===== src/hdl/lfa_pkg.sv =====
`timescale 1ns / 1ps
package lfa_pkg;
  localparam int NUM_IDS = 4096;
  localparam int ID_W = $clog2(NUM_IDS);
  localparam int WORD_W = 64;
  localparam int WIDX_W = $clog2(WORD_W);
  localparam int NUM_WORDS = NUM_IDS / WORD_W;
  localparam int ADDR_W = $clog2(NUM_WORDS);
  localparam int LEN_W = 13;

  typedef logic [1:0] op_t;
  localparam op_t OP_ALLOC      = 2'd0;
  localparam op_t OP_ALLOC_FROM = 2'd1;
  localparam op_t OP_FIND_RUN   = 2'd2;
  localparam op_t OP_FREE       = 2'd3;

  typedef logic [WORD_W-1:0] word_t;

  // Memory access request from the controller to the bitmap store.
  typedef struct packed {
    logic              rd_en;
    logic [ADDR_W-1:0] rd_addr;
    logic              wr_en;
    logic [ADDR_W-1:0] wr_addr;
    word_t             wr_data;
  } mem_req_t;

  // Position of the lowest set bit of a word; found low if none.
  typedef struct packed {
    logic              found;
    logic [WIDX_W-1:0] pos;
  } pe_t;

  function automatic pe_t first_set(input word_t w);
    pe_t r;
    r.found = 1'b0;
    r.pos = '0;
    for (int i = WORD_W - 1; i >= 0; i--) begin
      if (w[i]) begin
        r.found = 1'b1;
        r.pos = WIDX_W'(i);
      end
    end
    return r;
  endfunction
endpackage


===== src/hdl/lfa_map_ram.sv =====
`timescale 1ns / 1ps
module lfa_map_ram
  import lfa_pkg::*;
(
  input  logic     clk,
  input  mem_req_t req,
  output word_t    rd_data
);
  word_t mem [NUM_WORDS];

  always_ff @(posedge clk) begin
    if (req.wr_en) begin
      mem[req.wr_addr] <= req.wr_data;
    end
    if (req.rd_en) begin
      rd_data <= mem[req.rd_addr];
    end
  end
endmodule


===== config.mk =====
export PLATFORM = sky130hd
export DESIGN_NAME = lfa_map_ram
export DESIGN_NICKNAME = d
export VERILOG_FILES = /design/src/hdl/lfa_pkg.sv /design/src/hdl/lfa_map_ram.sv
export SDC_FILE = /design/constraint.sdc
export NUM_CORES = 2
export LEC_CHECK = 0
export ABC_AREA = 0
export BUFFER_PORTS_ARGS = -buffer_cell sky130_fd_sc_hd__buf_2
export CAP_MARGIN = 15
export CORE_MARGIN = 3
export CORE_UTILIZATION = 63
export CTS_BUF_LIST = sky130_fd_sc_hd__clkbuf_16
export DETAILED_ROUTE_END_ITERATION = 12
export MAX_ROUTING_LAYER = met4
export PLACE_DENSITY_LB_ADDON = 0.15
export SLEW_MARGIN = 15
export SYNTH_ARGS = -nofsm -noshare
export SYNTH_HDL_FRONTEND = slang
export SYNTH_SLANG_ARGS = --single-unit

===== constraint.sdc =====
create_clock -name clk -period 8.3 [get_ports clk]
set_clock_uncertainty 0.1 [all_clocks]
set_input_delay 1.245 -clock clk [delete_from_list [all_inputs] [get_ports clk]]
set_output_delay 1.245 -clock clk [all_outputs]
set_load 0.01 [all_outputs]

Word-level counts from Yosys, hierarchy flattened
Memories as Yosys holds them, arrays and structs flattened. A register that Yosys moved wholly into a read port is not among the register bits.
Index checks and enable logic that the tools add are counted.
- register bits: 0
- bits in writable memories: 4096
- bits of input ports: 79
- output and inout bits: 64
- memories kept: 1
- memories (memory ; words ; bits a word ; rd ports ; clocked after memory_dff ; wr ports ; RTL line ; source):
    mem ; 64 ; 64 ; 1 ; 1 ; 1 ; lfa_map_ram.sv:9 ; word_t mem [NUM_WORDS];
- muxes and demuxes: 2
- operator list (kind ; number):
    $mux 1 ; 2

Logic depth before layout (Yosys ltp)
- depth in word-level cells: 2
- mapped depth: 9

Worst setup path before layout
No wires, ideal clock.
- path kind: input-to-reg
- from: in req[67] (netlist bit)
- to: mem mem[48][0] (netlist bit), enable pin
- arrival time: 6.117 ns
- slack: 1.519 ns
- stages on the path: 4
- cells stage by stage: clkbuf_1 > nor2b_1 > nand4b_1 > nor3_1
- RTL lines (what ; RTL line ; source):
    start, declared ; lfa_map_ram.sv:6 ; input mem_req_t req,
    end, declared ; lfa_map_ram.sv:9 ;
Straight into the memory's write port.

==> results.md <==
- Hold depth: 1
- Post-synthesis mux area share: 15.6%
- Clock-pin slew on the worst setup and hold paths: 0.06 ns
- XOR/XNOR Fraction of Synth Area: 0%
- Synth Flop Type: edfxtp_1
- Required time worst endpoint: 8.84 ns
- Initial antenna violation count: 26
- DRC violations left: 0
- Vias in the first global route: ~76000
- Status: finished clean
- Mapped Cells: 6598
- Psw: 8.96 mW
- Hold buffers post-CTS: 0
- Synth Area in Compound Gates: 2.47%
- Later-pin clock latency in the skew report: 0.98 ns
- Final Util: 71.1%
- Total number of yosys warnings: 0
- Setup crit end kind: flip-flop
- Sw Share: 20.7%
- Root Driver: clkbuf_16
- Buffers on Ports: 142
- Post-DR vias/cell: 7.23
- Largest net degree at the start of global routing: between 100 and 150
- Routed len/inst: 39.0 um
- Iter 0 DRT Violations: 12400
- Syn nets: 6677
- Internal power: 34.2 mW
- Max-Cap Viols: 0
- Simple-gate share of the synthesized area: 1.23%
- Via count: 76900
- Largest family of logic cells by synthesized area: multiplexers
- Period utilization: 49.0%
- Worst Path Max Fanout: 91
- Clock share of power: roughly two fifths
- Gr usage total: 34.0%
- Pwr/cell area: 246 nW/um^2
- Grt ovf: 0
- Drt first pass iters: 6
- Most common cell after layout, fill and taps aside: edfxtp_1
- Die W: 505 um
- Final weighted congestion in routability-driven placement: 0.804
- DRT antenna net count: 0
- Post-CTS setup buffers: 0
- Hold WS: 0.589 ns
- DP HPWL: roughly 210 mm
- WP data arrival: approximately 4.6 ns
- Core footprint: ~250000 um^2
- RSZ-0062 raised after global routing: false
- Setup total negative slack: 0 ns
- WL final: around 410 mm
- Worst Tran Pin Value: roughly 1.2 ns
- TritonCTS Buffers: 413
- Worst vdd rail ir drop: 232 uV
- Clock sink count: 4160
- First-pass GRT wire length: 587 mm
- Startpoint types: primary input
- Mapped cell area: 157000 um^2
- F_max: 0.246 GHz
- Logic pwr share: between 4 and 5%
- Max-slew headroom: 18.6%
- Ratio of cells with drive above 1 in the final layout: roughly 28%
- Reg2Reg Depth: 4
- Synth async-reset ratio: 0%
- Adder and majority gate portion of the synthesized area: 0%
- Power Total: 43.2 mW
- Number of flops mapped to enable cells by yosys: between 4000 and 5000
- Total of cells resized after clock tree synthesis: 0
- CTS tree: built
- Leakage: 55.1 nW
- Most frequent cells in the layout: edfxtp_1 (4160), mux4_2 (1024), clkbuf_16 (420), buf_4 (184), a22oi_1 (168)
- # IOs: 143
- Register bit total from synthesis: 4160
- Yosys cell types: 32
- Syn_area_per_cell: between 20 and 25 um^2
- Starting Density: 63.6%
- Fin. max-slew vios: 0
- Setup violators final: 0
- Critical path class: primary input to flip-flop
- Sequential power share: a little over half
- Clk buf depth: 4
- Final nets: around 7000
- Final hold vios: 0
- Final min period: 4.06 ns
- Die H: 505 um
- # rows: 182
- Seq/Total Area, Yosys: 79.6%
- Die ar.: 255000 um^2
- # H-tree levels: 5
- HP Class: primary input to flip-flop
- Area Growth Syn to Fin: 11.8%
- # fillers: 14200
metal layers:
metal	part of all wire, %	vias up	global-route usage, %
li1	-	29300	-
met1	37	41200	48.7
met2	48	5436	50.6
met3	12	928	6.99
met4	3.6	0	10.7
met5	0	-	-
critical path, stage by stage:
cell,delay (ns)
buf_12,0.58
buf_4,0.86
mux4_2,0.61
mux2i_1,0.30
nand2_1,0.13
a41oi_1,0.50
a211oi_1,0.08
cell type report:
type / instances / area, um^2 / share of cell area, %
inverter: 19 / 71.3 / 0.0406
timing repair buffer: 343 / 2560 / 1.46
multi-input combinational: 2049 / 30800 / 17.5
clock buffer: 420 / 10500 / 5.99
clock inverter: 321 / 2420 / 1.38
tap: 3312 / 4140 / 2.36
antenna: 18 / 45.0 / 0.0257
sequential: 4160 / 125000 / 71.2
cells by family after synthesis:
logic type,count (synthesis)
DFF,4160
and+or+nand+nor,386
AOI/OAI and AO/OA,504
buffers and inverters,389
muxes,1159
flip-flops by register name, indices dropped and copies added (netlist names):
register / cells
mem: 4096
rd_data: 64
worst paths after layout:
kind | slack (ns) | to | startpoint
max | 4.24 | rd_data[19] | req[71]
min | 0.59 | mem[48][9] | req[9]
max reg2reg | 6.02 | rd_data[9] | mem[38][9]
min reg2reg | 0.81 | rd_data[26] | mem[38][26]
synthesized netlist by cell type, drive strengths merged, types with 11 or more instances:
library cell | n | area [um^2]
edfxtp | 4160 | 125000
mux4 | 1024 | 23100
buf | 230 | 1250
a22oi | 168 | 1260
clkbuf | 140 | 526
mux2i | 135 | 1350
nor2 | 112 | 420
a22o | 88 | 771
o22ai | 83 | 519
and3 | 64 | 400
a211oi | 63 | 473
nand2 | 58 | 218
nand3 | 45 | 225
o221ai | 38 | 333
or3 | 29 | 181
nor2b | 28 | 175
or2 | 28 | 175
a41oi | 26 | 228
a2bb2oi | 19 | 166
inv | 19 | 71.3
a31oi | 18 | 113
nand2b | 11 | 68.8
power groups by stage:
stage | logic (mW) | clock network (mW) | registers [mW]
after floorplan | 1.08 | 0 | 23.8
after global placement | 1.88 | 0 | 23.8
after detailed placement | 1.92 | 0 | 23.8
after CTS | 1.92 | 18.0 | 23.4
after global routing | 2.04 | 18.9 | 23.4
final | 1.93 | 17.9 | 23.4
per-stage QoR:
step / setup slack, ns / std cells / cell area [um^2]
2_1_floorplan: 1.52 / 6598 / 157000
3_3_place_gp: 3.28 / 9880 / 162000
3_5_place_dp: 3.25 / 9880 / 162000
4_1_cts: 4.24 / 10600 / 175000
5_1_grt: 4.08 / 10600 / 175000
6_report: 4.24 / 10600 / 175000
Power figures use the tool's default switching activity.
